==> config.mk <==
export PLATFORM = sky130hd
export DESIGN_NAME = binary_to_decimal_ascii
export DESIGN_NICKNAME = d
export VERILOG_FILES = /design/src/hw/rtl/b2da_pkg.sv /design/src/hw/rtl/binary_to_decimal_ascii.sv /design/src/hw/rtl/b2da_stage.sv /design/src/hw/rtl/b2da_serializer.sv
export VERILOG_INCLUDE_DIRS = /design/src /design/src/hw/rtl
export SDC_FILE = /design/constraint.sdc
export NUM_CORES = 1
export LEC_CHECK = 0
export ABC_AREA = 1
export BUFFER_PORTS_ARGS = -buffer_cell sky130_fd_sc_hd__buf_2
export CAP_MARGIN = 0
export CORE_MARGIN = 5
export CORE_UTILIZATION = 60
export DETAILED_ROUTE_END_ITERATION = 10
export PLACE_DENSITY_LB_ADDON = 0.2
export SLEW_MARGIN = 20
export SYNTH_ARGS = -nofsm -noshare
export SYNTH_HDL_FRONTEND = slang
export SYNTH_HIERARCHICAL = 1
export SYNTH_SLANG_ARGS = --single-unit
==> constraint.sdc <==
create_clock -name clk -period 6 [get_ports clk]
set_clock_uncertainty 0.2 [all_clocks]
set_input_delay 1.5 -clock clk [delete_from_list [all_inputs] [get_ports clk]]
set_output_delay 1.5 -clock clk [all_outputs]
set_load 0.02 [all_outputs]
==> src/hw/rtl/binary_to_decimal_ascii_assert.svh <==
// ----------------------------------------------------------------------------
// Assertion macros for the binary to decimal ASCII converter
// Shared concurrent assertion forms, clocked on clk and disabled in reset.
// ----------------------------------------------------------------------------
`ifndef BINARY_TO_DECIMAL_ASCII_ASSERT_SVH
`define BINARY_TO_DECIMAL_ASCII_ASSERT_SVH

// Same-cycle implication.
`define B2DA_ASSERT_NOW(name, ante, cons, msg) \
  name: assert property (@(posedge clk) disable iff (!rst_n) (ante) |-> (cons)) else $error(msg);

// Next-cycle implication.
`define B2DA_ASSERT_NEXT(name, ante, cons, msg) \
  name: assert property (@(posedge clk) disable iff (!rst_n) (ante) |=> (cons)) else $error(msg);

`endif

==> src/hw/rtl/b2da_pkg.sv <==
// ----------------------------------------------------------------------------
// b2da_pkg
// Types, constants and the shift-add-3 step of the decimal converter.
// ----------------------------------------------------------------------------
package b2da_pkg;

  localparam int NUM_WIDTH       = 16;
  localparam int DIGIT_WIDTH     = 4;
  localparam int NUM_DIGITS      = 5;
  localparam int BCD_WIDTH       = NUM_DIGITS * DIGIT_WIDTH;
  localparam int DIGIT_IDX_WIDTH = 3;
  localparam int ASCII_WIDTH     = 6;
  localparam int NUM_STAGES      = 4;
  localparam int STEPS_PER_STAGE = NUM_WIDTH / NUM_STAGES;

  localparam logic [ASCII_WIDTH-1:0] ASCII_ZERO  = 6'd48;
  localparam logic [DIGIT_WIDTH-1:0] ADJUST_MIN  = 4'd5;
  localparam logic [DIGIT_WIDTH-1:0] ADJUST_ADD  = 4'd3;

  typedef struct packed {
    logic [BCD_WIDTH-1:0] bcd;
    logic [NUM_WIDTH-1:0] bin;
  } b2da_work_t;

  // One double-dabble iteration: correct each BCD digit, then shift in one bit.
  function automatic b2da_work_t dabble_step(input b2da_work_t w);
    b2da_work_t           r;
    logic [DIGIT_WIDTH-1:0] d;
    r = w;
    for (int i = 0; i < NUM_DIGITS; i++) begin
      d = r.bcd[i*DIGIT_WIDTH +: DIGIT_WIDTH];
      if (d >= ADJUST_MIN) begin
        r.bcd[i*DIGIT_WIDTH +: DIGIT_WIDTH] = d + ADJUST_ADD;
      end
    end
    r = b2da_work_t'({r.bcd, r.bin} << 1);
    return r;
  endfunction

endpackage

==> src/hw/rtl/binary_to_decimal_ascii.sv <==
// ----------------------------------------------------------------------------
// binary_to_decimal_ascii
// 16-bit unsigned binary to decimal ASCII characters, leading zeros dropped.
// ----------------------------------------------------------------------------
// A number enters through in_number and leaves as one to five ASCII digits,
// most significant first, with out_last_digit high on the final one; zero
// gives a single '0'. The binary-to-BCD conversion is a four-stage
// double-dabble pipeline that takes a new number every cycle while no full
// stage is held by back-pressure; the digit serializer behind it sends one
// character per cycle while out_ready is high, and takes the next number
// only when idle or as the final digit of the current one transfers, so the
// digit count of each number sets the sustained rate.
module binary_to_decimal_ascii (
  input  logic                              clk,
  input  logic                              rst_n,
  input  logic                              in_valid,
  output logic                              in_ready,
  input  logic [b2da_pkg::NUM_WIDTH-1:0]    in_number,
  output logic                              out_valid,
  input  logic                              out_ready,
  output logic [b2da_pkg::ASCII_WIDTH-1:0]  out_ascii_digit,
  output logic                              out_last_digit
);
  import b2da_pkg::*;

  logic       stg_valid [NUM_STAGES+1];
  logic       stg_ready [NUM_STAGES+1];
  b2da_work_t stg_work  [NUM_STAGES+1];

  assign stg_valid[0]      = in_valid;
  assign in_ready          = stg_ready[0];
  assign stg_work[0].bcd   = '0;
  assign stg_work[0].bin   = in_number;

  for (genvar g = 0; g < NUM_STAGES; g++) begin : g_stage
    b2da_stage u_stage (
      .clk       (clk),
      .rst_n     (rst_n),
      .in_valid  (stg_valid[g]),
      .in_ready  (stg_ready[g]),
      .in_work   (stg_work[g]),
      .out_valid (stg_valid[g+1]),
      .out_ready (stg_ready[g+1]),
      .out_work  (stg_work[g+1])
    );
  end

  b2da_serializer u_ser (
    .clk             (clk),
    .rst_n           (rst_n),
    .in_valid        (stg_valid[NUM_STAGES]),
    .in_ready        (stg_ready[NUM_STAGES]),
    .in_bcd          (stg_work[NUM_STAGES].bcd),
    .out_valid       (out_valid),
    .out_ready       (out_ready),
    .out_ascii_digit (out_ascii_digit),
    .out_last_digit  (out_last_digit)
  );

endmodule

==> src/hw/rtl/b2da_stage.sv <==
// ----------------------------------------------------------------------------
// b2da_stage
// One pipeline stage of the converter: STEPS_PER_STAGE shift-add-3 iterations.
// ----------------------------------------------------------------------------
module b2da_stage (
  input  logic               clk,
  input  logic               rst_n,
  input  logic               in_valid,
  output logic               in_ready,
  input  b2da_pkg::b2da_work_t in_work,
  output logic               out_valid,
  input  logic               out_ready,
  output b2da_pkg::b2da_work_t out_work
);
  import b2da_pkg::*;

  logic       valid_r;
  b2da_work_t work_r;
  b2da_work_t work_nxt;

  // Stage takes a new item when empty or when its item leaves this cycle.
  assign in_ready  = !valid_r || out_ready;
  assign out_valid = valid_r;
  assign out_work  = work_r;

  always_comb begin
    work_nxt = in_work;
    for (int s = 0; s < STEPS_PER_STAGE; s++) begin
      work_nxt = dabble_step(work_nxt);
    end
  end

  always_ff @(posedge clk) begin
    if (!rst_n) begin
      valid_r <= 1'b0;
    end else if (in_ready) begin
      valid_r <= in_valid;
    end
  end

  always_ff @(posedge clk) begin
    if (in_ready && in_valid) begin
      work_r <= work_nxt;
    end
  end

endmodule

==> src/hw/rtl/b2da_serializer.sv <==
// ----------------------------------------------------------------------------
// b2da_serializer
// Holds one converted number and sends its digits out, most significant first.
// ----------------------------------------------------------------------------
module b2da_serializer (
  input  logic                               clk,
  input  logic                               rst_n,
  input  logic                               in_valid,
  output logic                               in_ready,
  input  logic [b2da_pkg::BCD_WIDTH-1:0]     in_bcd,
  output logic                               out_valid,
  input  logic                               out_ready,
  output logic [b2da_pkg::ASCII_WIDTH-1:0]   out_ascii_digit,
  output logic                               out_last_digit
);
  import b2da_pkg::*;

  `include "binary_to_decimal_ascii_assert.svh"

  logic                       busy_r;
  logic [BCD_WIDTH-1:0]       bcd_r;
  logic [DIGIT_IDX_WIDTH-1:0] idx_r;
  logic [DIGIT_IDX_WIDTH-1:0] top_idx;
  logic [DIGIT_WIDTH-1:0]     cur_digit;
  logic                       load;
  logic                       xfer;

  // Highest nonzero digit; zero still prints one digit.
  always_comb begin
    priority if (in_bcd[4*DIGIT_WIDTH +: DIGIT_WIDTH] != '0) top_idx = 3'd4;
    else if (in_bcd[3*DIGIT_WIDTH +: DIGIT_WIDTH] != '0)     top_idx = 3'd3;
    else if (in_bcd[2*DIGIT_WIDTH +: DIGIT_WIDTH] != '0)     top_idx = 3'd2;
    else if (in_bcd[1*DIGIT_WIDTH +: DIGIT_WIDTH] != '0)     top_idx = 3'd1;
    else                                                     top_idx = 3'd0;
  end

  always_comb begin
    unique case (idx_r)
      3'd0:    cur_digit = bcd_r[0*DIGIT_WIDTH +: DIGIT_WIDTH];
      3'd1:    cur_digit = bcd_r[1*DIGIT_WIDTH +: DIGIT_WIDTH];
      3'd2:    cur_digit = bcd_r[2*DIGIT_WIDTH +: DIGIT_WIDTH];
      3'd3:    cur_digit = bcd_r[3*DIGIT_WIDTH +: DIGIT_WIDTH];
      3'd4:    cur_digit = bcd_r[4*DIGIT_WIDTH +: DIGIT_WIDTH];
      default: cur_digit = '0;
    endcase
  end

  assign out_valid       = busy_r;
  assign out_last_digit  = (idx_r == '0);
  assign out_ascii_digit = ASCII_ZERO + {{(ASCII_WIDTH-DIGIT_WIDTH){1'b0}}, cur_digit};
  assign xfer            = out_valid && out_ready;
  // Next number loads as the final digit of the current one transfers.
  assign in_ready        = !busy_r || (xfer && out_last_digit);
  assign load            = in_valid && in_ready;

  always_ff @(posedge clk) begin
    if (!rst_n) begin
      busy_r <= 1'b0;
    end else if (load) begin
      busy_r <= 1'b1;
    end else if (xfer && out_last_digit) begin
      busy_r <= 1'b0;
    end
  end

  always_ff @(posedge clk) begin
    if (load) begin
      bcd_r <= in_bcd;
      idx_r <= top_idx;
    end else if (xfer) begin
      idx_r <= idx_r - 3'd1;
    end
  end

  `B2DA_ASSERT_NOW(a_digit_range, out_valid, (out_ascii_digit >= 6'd48) && (out_ascii_digit <= 6'd57), "digit outside 0..9")
  `B2DA_ASSERT_NEXT(a_more_follow, xfer && !out_last_digit, out_valid && (idx_r == $past(idx_r) - 3'd1), "digit sequence broken")
  `B2DA_ASSERT_NOW(a_idx_bound, busy_r, idx_r <= 3'd4, "digit index out of range")

endmodule

==> impl_results.md, run 1 <==
- Hold Crit Class: flop to flop
- DIE HEIGHT: roughly 160 um
- Dpl hpwl: 17.8 mm
- CP max-delay cell: buf_2
- Worst-path clk slew: 0.06 ns
- Initial Util: ~60%
- Final Cycle Share: about 71%
- Status: finished, final reports clean
- Syn-to-layout area delta: 10.4%
- Total die area: 24300 um2
- Initial antenna violation count: 0
- Worst-Margin Slew: 0.882 ns
- CP Launch Point: out_ready
- Setup CP Type: input pin to output port
- Remaining global-route overflow: 0
- Post-Syn Area: about 13000 um2
- Drt first pass iters: 5
- Avg Inst Size Synth: between 7 and 8 um2
- Max Freq: 234 MHz
- # diodes: 0
- Synth warn: 6
- # nets final: ~2000
- Number of global-route vias before repair: 9974
- Tmin final: 4.28 ns
- Slew Viols, Final: 0
- Clock Tree Root: clkbuf_16
- First-pass GRT wire length: 39.6 mm
- GPL Wtd Cong: 0.827
- IO Port Bufs: 26
- Worst Setup EP: in_ready
- Required time of the critical path: roughly 4.3 ns
- Gr usage total: 18.8%
- 1st-iter DRT viols: approximately 450
- Routed wire length: 22.2 mm
- CTS max path bufs: 2
- TritonCTS clock tree: built
- DR vias/cell: approximately 5.0
- Share of cells above drive strength 1: around 17%
- Layout filler cell count: 1741
- Reg2reg start: g_stage[0].u_stage/out_work[28]
- RSZ-0062 raised after global routing: no
- Setup violations, final: 0
- CP arrival: approximately 2.6 ns
- Clock tree sinks: around 130
- Largest stage delay on the critical path: 0.16 ns
- Max Cap Viol: 0
- Setup tns final: 0 ns
- Fin util: between 60% and 70%
- Width of the die: about 160 um
- CP Capture Type: output port
- Max FO, Critical Path: 3
- Core area: about 21000 um2
- Total number of vias: roughly 11000
- Antenna Nets Post-Route: 0
- Post-CTS Setup Bufs: 0
- Final Hold Viols: 0
- Worst R2R End: g_stage[1].u_stage/out_work[34]
- Max-slew headroom: between 40% and 50%
- Crit path cell chain: buf_2, nand3_2, nand2_2, inv_1, nand2_1, inv_1, nand2_1, inv_1, nand2_1, inv_1, nand2_1, buf_2
- Avg WL per Cell: about 10 um
- IO Pins: 29
- Largest net degree at the start of global routing: 33
- Cts bufs inserted: 17
- Cells after Synth: 1791
- Clock Latency Late Sink: ~0.42 ns
- Reg2Reg Setup Slack: 2.22 ns
- CTS Hold Bufs: 0
- Residual DRC count: 0
- Htree depth: 4
- Critical Path Source Type: input pin
- Cells on worst reg2reg path: 26
- Row count: 53
- Post-CTS Resized: 0
==> registers in the layout (all words and copies together), names as in the netlist <==
register	flops
g_stage.u_stage/out_valid	4
u_ser/idx_r	3
u_ser/bcd_r	20
u_ser/out_valid	1
g_stage.u_stage/out_work	104
==> layer usage <==
metal / vias up / track usage [%] / wire length [um]
met5: - / 0 / 0
met4: 0 / 5.04 / 284
met3: 26 / 2.97 / 490
met2: 87 / 36.5 / 11700
met1: 4828 / 21.1 / 9730
li1: 5877 / - / -
==> layout by cell type (no fill, tap or decap), types with 4 or more instances in the layout <==
| master | n |
|---|---|
| and2_4 | 16 |
| inv_8 | 5 |
| and2_1 | 5 |
| clkbuf_16 | 17 |
| o21ai_1 | 20 |
| nand2_4 | 28 |
| inv_1 | 322 |
| dfxtp_1 | 5 |
| conb_1 | 56 |
| nand2_1 | 613 |
| edfxtp_1 | 127 |
| o21ai_2 | 16 |
| ha_1 | 85 |
| buf_2 | 26 |
| a21boi_1 | 4 |
| o21ai_0 | 17 |
| or2_2 | 4 |
| nand2_2 | 90 |
| a21boi_0 | 5 |
| nand3_1 | 188 |
| a21oi_1 | 5 |
| xor2_1 | 25 |
| nand3_2 | 73 |
| nand3b_1 | 8 |
| nand4_1 | 56 |
| a21o_1 | 20 |
| nor2_1 | 23 |
| inv_2 | 18 |
| xor2_2 | 8 |
==> how the worst min path moves through the flow <==
stage,startpoint,end,slack [ns],cells past startpoint
3_3_place_gp,g_stage[2].u_stage/out_work[12],g_stage[3].u_stage/out_work[16],0.20,0
5_1_grt,g_stage[3].u_stage/out_work[18],u_ser/bcd_r[2],0.23,0
4_1_cts,g_stage[1].u_stage/out_work[11],g_stage[2].u_stage/out_work[15],0.22,0
2_1_floorplan,g_stage[0].u_stage/out_work[6],g_stage[1].u_stage/out_work[10],0.20,0
3_5_place_dp,g_stage[1].u_stage/out_work[11],g_stage[2].u_stage/out_work[15],0.20,0
6_report,g_stage[1].u_stage/out_work[11],g_stage[2].u_stage/out_work[15],0.22,0
==> metrics by stage <==
step | hold slack (ns) | cell area [um2] | setup slack [ns] | cells
4_1_cts | 0.218 | 14100 | 1.72 | 2178
6_report | 0.217 | 14100 | 1.72 | 2178
5_1_grt | 0.233 | 14100 | 1.61 | 2178
3_3_place_gp | 0.201 | 13500 | 1.78 | 2146
3_5_place_dp | 0.205 | 13500 | 1.72 | 2146
2_1_floorplan | 0.200 | 13000 | 1.79 | 1845
==> worst max-delay path, delay by kind of cell <==
| kind | cells | cell delay [ns] |
|---|---|---|
| buffers and inverters | 6 | 0.65 |
| and+or+nand+nor | 6 | 0.42 |
==> final cells by class <==
type                       instances  area, um2  share of cell area, %
clock inverter                    15        208                   1.47
sequential                       132       3910                   27.7
clock buffer                      17        425                   3.01
timing repair buffer              29        153                   1.08
inverter                         340       1280                   9.04
tap                              275        344                   2.44
multi-input combinational       1370       7790                   55.2
Power of run 1 is not shown: default switching activity piles up to over one toggle a cycle in this logic, so the estimate is an artifact.
==> run 2, diff against run 1 <==
--- a/config.mk
+++ b/config.mk
@@ -6,11 +6,11 @@
 export SDC_FILE = /design/constraint.sdc
 export NUM_CORES = 1
 export LEC_CHECK = 0
-export ABC_AREA = 1
+export ABC_AREA = 0
 export BUFFER_PORTS_ARGS = -buffer_cell sky130_fd_sc_hd__buf_2
 export CAP_MARGIN = 0
 export CORE_MARGIN = 5
-export CORE_UTILIZATION = 60
+export CORE_UTILIZATION = 59
 export DETAILED_ROUTE_END_ITERATION = 10
 export PLACE_DENSITY_LB_ADDON = 0.2
 export SLEW_MARGIN = 20
==> constraint.sdc (replaced) <==
create_clock -name clk -period 3.6 [get_ports clk]
set_clock_uncertainty 0.2 [all_clocks]
set_input_delay 0.9 -clock clk [delete_from_list [all_inputs] [get_ports clk]]
set_output_delay 0.9 -clock clk [all_outputs]
set_load 0.02 [all_outputs]
==> run 2 against run 1 <==
  * Core utilization grew 3.7 points
  * Sequential share of layout area shrank 2.6 points
  * Hold slack gained 0.0028 ns
  * Register-to-register slack lost 2.2 ns
  * Critical path type is now flop to flop
  * Highest routed layer unchanged
==> impl_results.md, run 2 <==
- Initial Util: 60.3%
- Final Hold Viols: 0
- Dpl hpwl: between 15 and 20 mm
- Max FFs per register: between 100 and 150
- Post-route setup slack: about 0.057 ns
- # diodes: 0
- Layout filler cell count: about 1600
- Core area: roughly 22000 um2
- DR vias/cell: 5.78
- Worst Hold Slack: 0.219 ns
- Clock Latency Late Sink: around 0.42 ns
- Synth warn: 6
- Setup CP Type: flop to flop
- Max Freq: around 280 MHz
- IO Port Bufs: 26
- Setup violations, final: 0
- Total die area: about 26000 um2
- Tmin final: roughly 3.5 ns
- CTS Hold Bufs: 0
- Final instance area: 15500 um2
- Pre-CTS setup slack: -0.0952 ns
- Cell Area, Placed: 14100 um2
- Critical Path Source Type: flop
- Required time of the critical path: approximately 3.6 ns
- Residual DRC count: 0
- Max-slew headroom: 39.8%
- Gr usage total: between 10% and 20%
- CTS max path bufs: 2
- DIE HEIGHT: 160 um
- CP arrival: ~3.5 ns
- Post-Syn Area: 13200 um2
- 1st-iter DRT viols: 430
- Final Cycle Share: a little over nine tenths
- Worst-path clk slew: approximately 0.060 ns
- Most common cell after layout, fill and taps aside: edfxtp_1
- Total number of vias: ~11000
- Row count: 54
- Worst Setup EP: g_stage[3].u_stage/out_work[35]
- Antenna Nets Post-Route: 0
- CP Launch Point: g_stage[2].u_stage/out_work[29]
- Width of the die: about 160 um
- Htree depth: 4
- Syn-to-layout area delta: 17.4%
- GPL Wtd Cong: roughly 0.83
- Status: finished, final reports clean
- RSZ-0062 raised after global routing: yes
- Routed wire length: 26.5 mm
- Max Cap Viol: 0
- Clock Tree Root: clkbuf_16
- Cells on worst reg2reg path: 19
- Avg Inst Size Synth: around 8.8 um2
- Clock tree sinks: approximately 130
- Avg WL per Cell: 13.5 um
- Initial antenna violation count: 0
- Remaining global-route overflow: 0
- Fin util: between 70% and 80%
- Max FO, Critical Path: 4
- Commonest cells after routing, fill and taps aside: edfxtp_1, nor2_1, o21ai_0
- Worst Hold Depth: 0
- Drt first pass iters: 5
- Hold Crit Class: flop to flop
- Worst R2R End: g_stage[3].u_stage/out_work[35]
- Reg2reg start: g_stage[2].u_stage/out_work[29]
- Share of cells above drive strength 1: 25.5%
- Largest net degree at the start of global routing: 33
- IO Pins: 29
- # nets final: 1768
- Slew Viols, Final: 0
- Cts bufs inserted: 17
- First-pass GRT wire length: ~43 mm
- Reg2Reg Setup Slack: 0.06 ns
- TritonCTS clock tree: built
- Worst-Margin Slew: around 0.9 ns
- Number of global-route vias before repair: 10300
- CP Capture Type: flop
- Cells after Synth: 1509
-- run 2: changes by cell type in the layout (fill, tap and decap cells not counted), moves of 34 or more --
| cell | change |
|---|---|
| a21oi_1 | +88 |
| buf_4 | +95 |
| inv_1 | -228 |
| nand2_1 | -517 |
| nand2_2 | -87 |
| nand2b_1 | +48 |
| nand3_1 | -160 |
| nand3_2 | -73 |
| nand4_1 | -56 |
| nor2_1 | +93 |
| o21a_1 | +34 |
| o21ai_0 | +84 |
-- run 2: worst min-delay path by stage --
stage / start / to / slack, ns
3_3_place_gp: g_stage[0].u_stage/out_work[9] / g_stage[1].u_stage/out_work[13] / 0.20
5_1_grt: g_stage[0].u_stage/out_work[9] / g_stage[1].u_stage/out_work[13] / 0.23
2_1_floorplan: g_stage[0].u_stage/out_work[6] / g_stage[1].u_stage/out_work[10] / 0.20
3_5_place_dp: g_stage[0].u_stage/out_work[4] / g_stage[1].u_stage/out_work[8] / 0.20
4_1_cts: g_stage[1].u_stage/out_work[8] / g_stage[2].u_stage/out_work[12] / 0.22
6_report: g_stage[1].u_stage/out_work[9] / g_stage[2].u_stage/out_work[13] / 0.22
-- run 2: critical path, stage by stage, from the launching register on --
cell      delay [ns]
edfxtp_1        0.43
inv_2           0.12
ha_2            0.22
nor2b_4         0.05
nor3_4          0.19
a21oi_2         0.08
inv_1           0.10
ha_2            0.17
inv_1           0.04
a21o_1          0.16
a31oi_2         0.18
inv_1           0.09
ha_2            0.18
o21bai_1        0.15
a21oi_2         0.07
a31oi_2         0.23
ha_2            0.23
buf_4           0.11
nor2_1          0.04
mux2_2          0.26
-- run 2: per-layer routing --
metal  part of all wire [%]  vias to the layer above  global-route usage (%)  wire length (um)
met5                      0                        -                       0                 0
met4                    1.5                        0                    5.51               393
met3                    2.1                       34                    2.58               563
met2                     54                      150                    37.0             14300
met1                     42                     5304                    22.1             11200
li1                       -                     5825                       -                 -
-- run 2: cell type report --
type | instances | area, um2 | area share (%)
well taps | 280 | 350 | 2.25
clock inverters | 14 | 143 | 0.917
inverters | 111 | 417 | 2.68
multi-input cells | 1277 | 9430 | 60.7
clock buffers | 18 | 429 | 2.76
repair buffers | 124 | 866 | 5.57
flip-flops and latches | 132 | 3910 | 25.2
-- run 2: through the flow --
step	cells	TNS [ns]
CTS	1921	-0.00880
finish	1956	0
global route	1956	-0.857
floorplan	1576	0
global placement	1884	0
detailed placement	1884	-0.392
-- run 2: timing repair --
action / 4_1_cts / 5_1_grt
endpoints found under the hold margin: 0 / 0
cloned: 0 / 0
setup buffers: 5 / 35
resized for setup: 14 / 113
pin swaps: 3 / 48
endpoints found under the setup margin: 10 / 40
Power of run 2 is left out for the same reason.
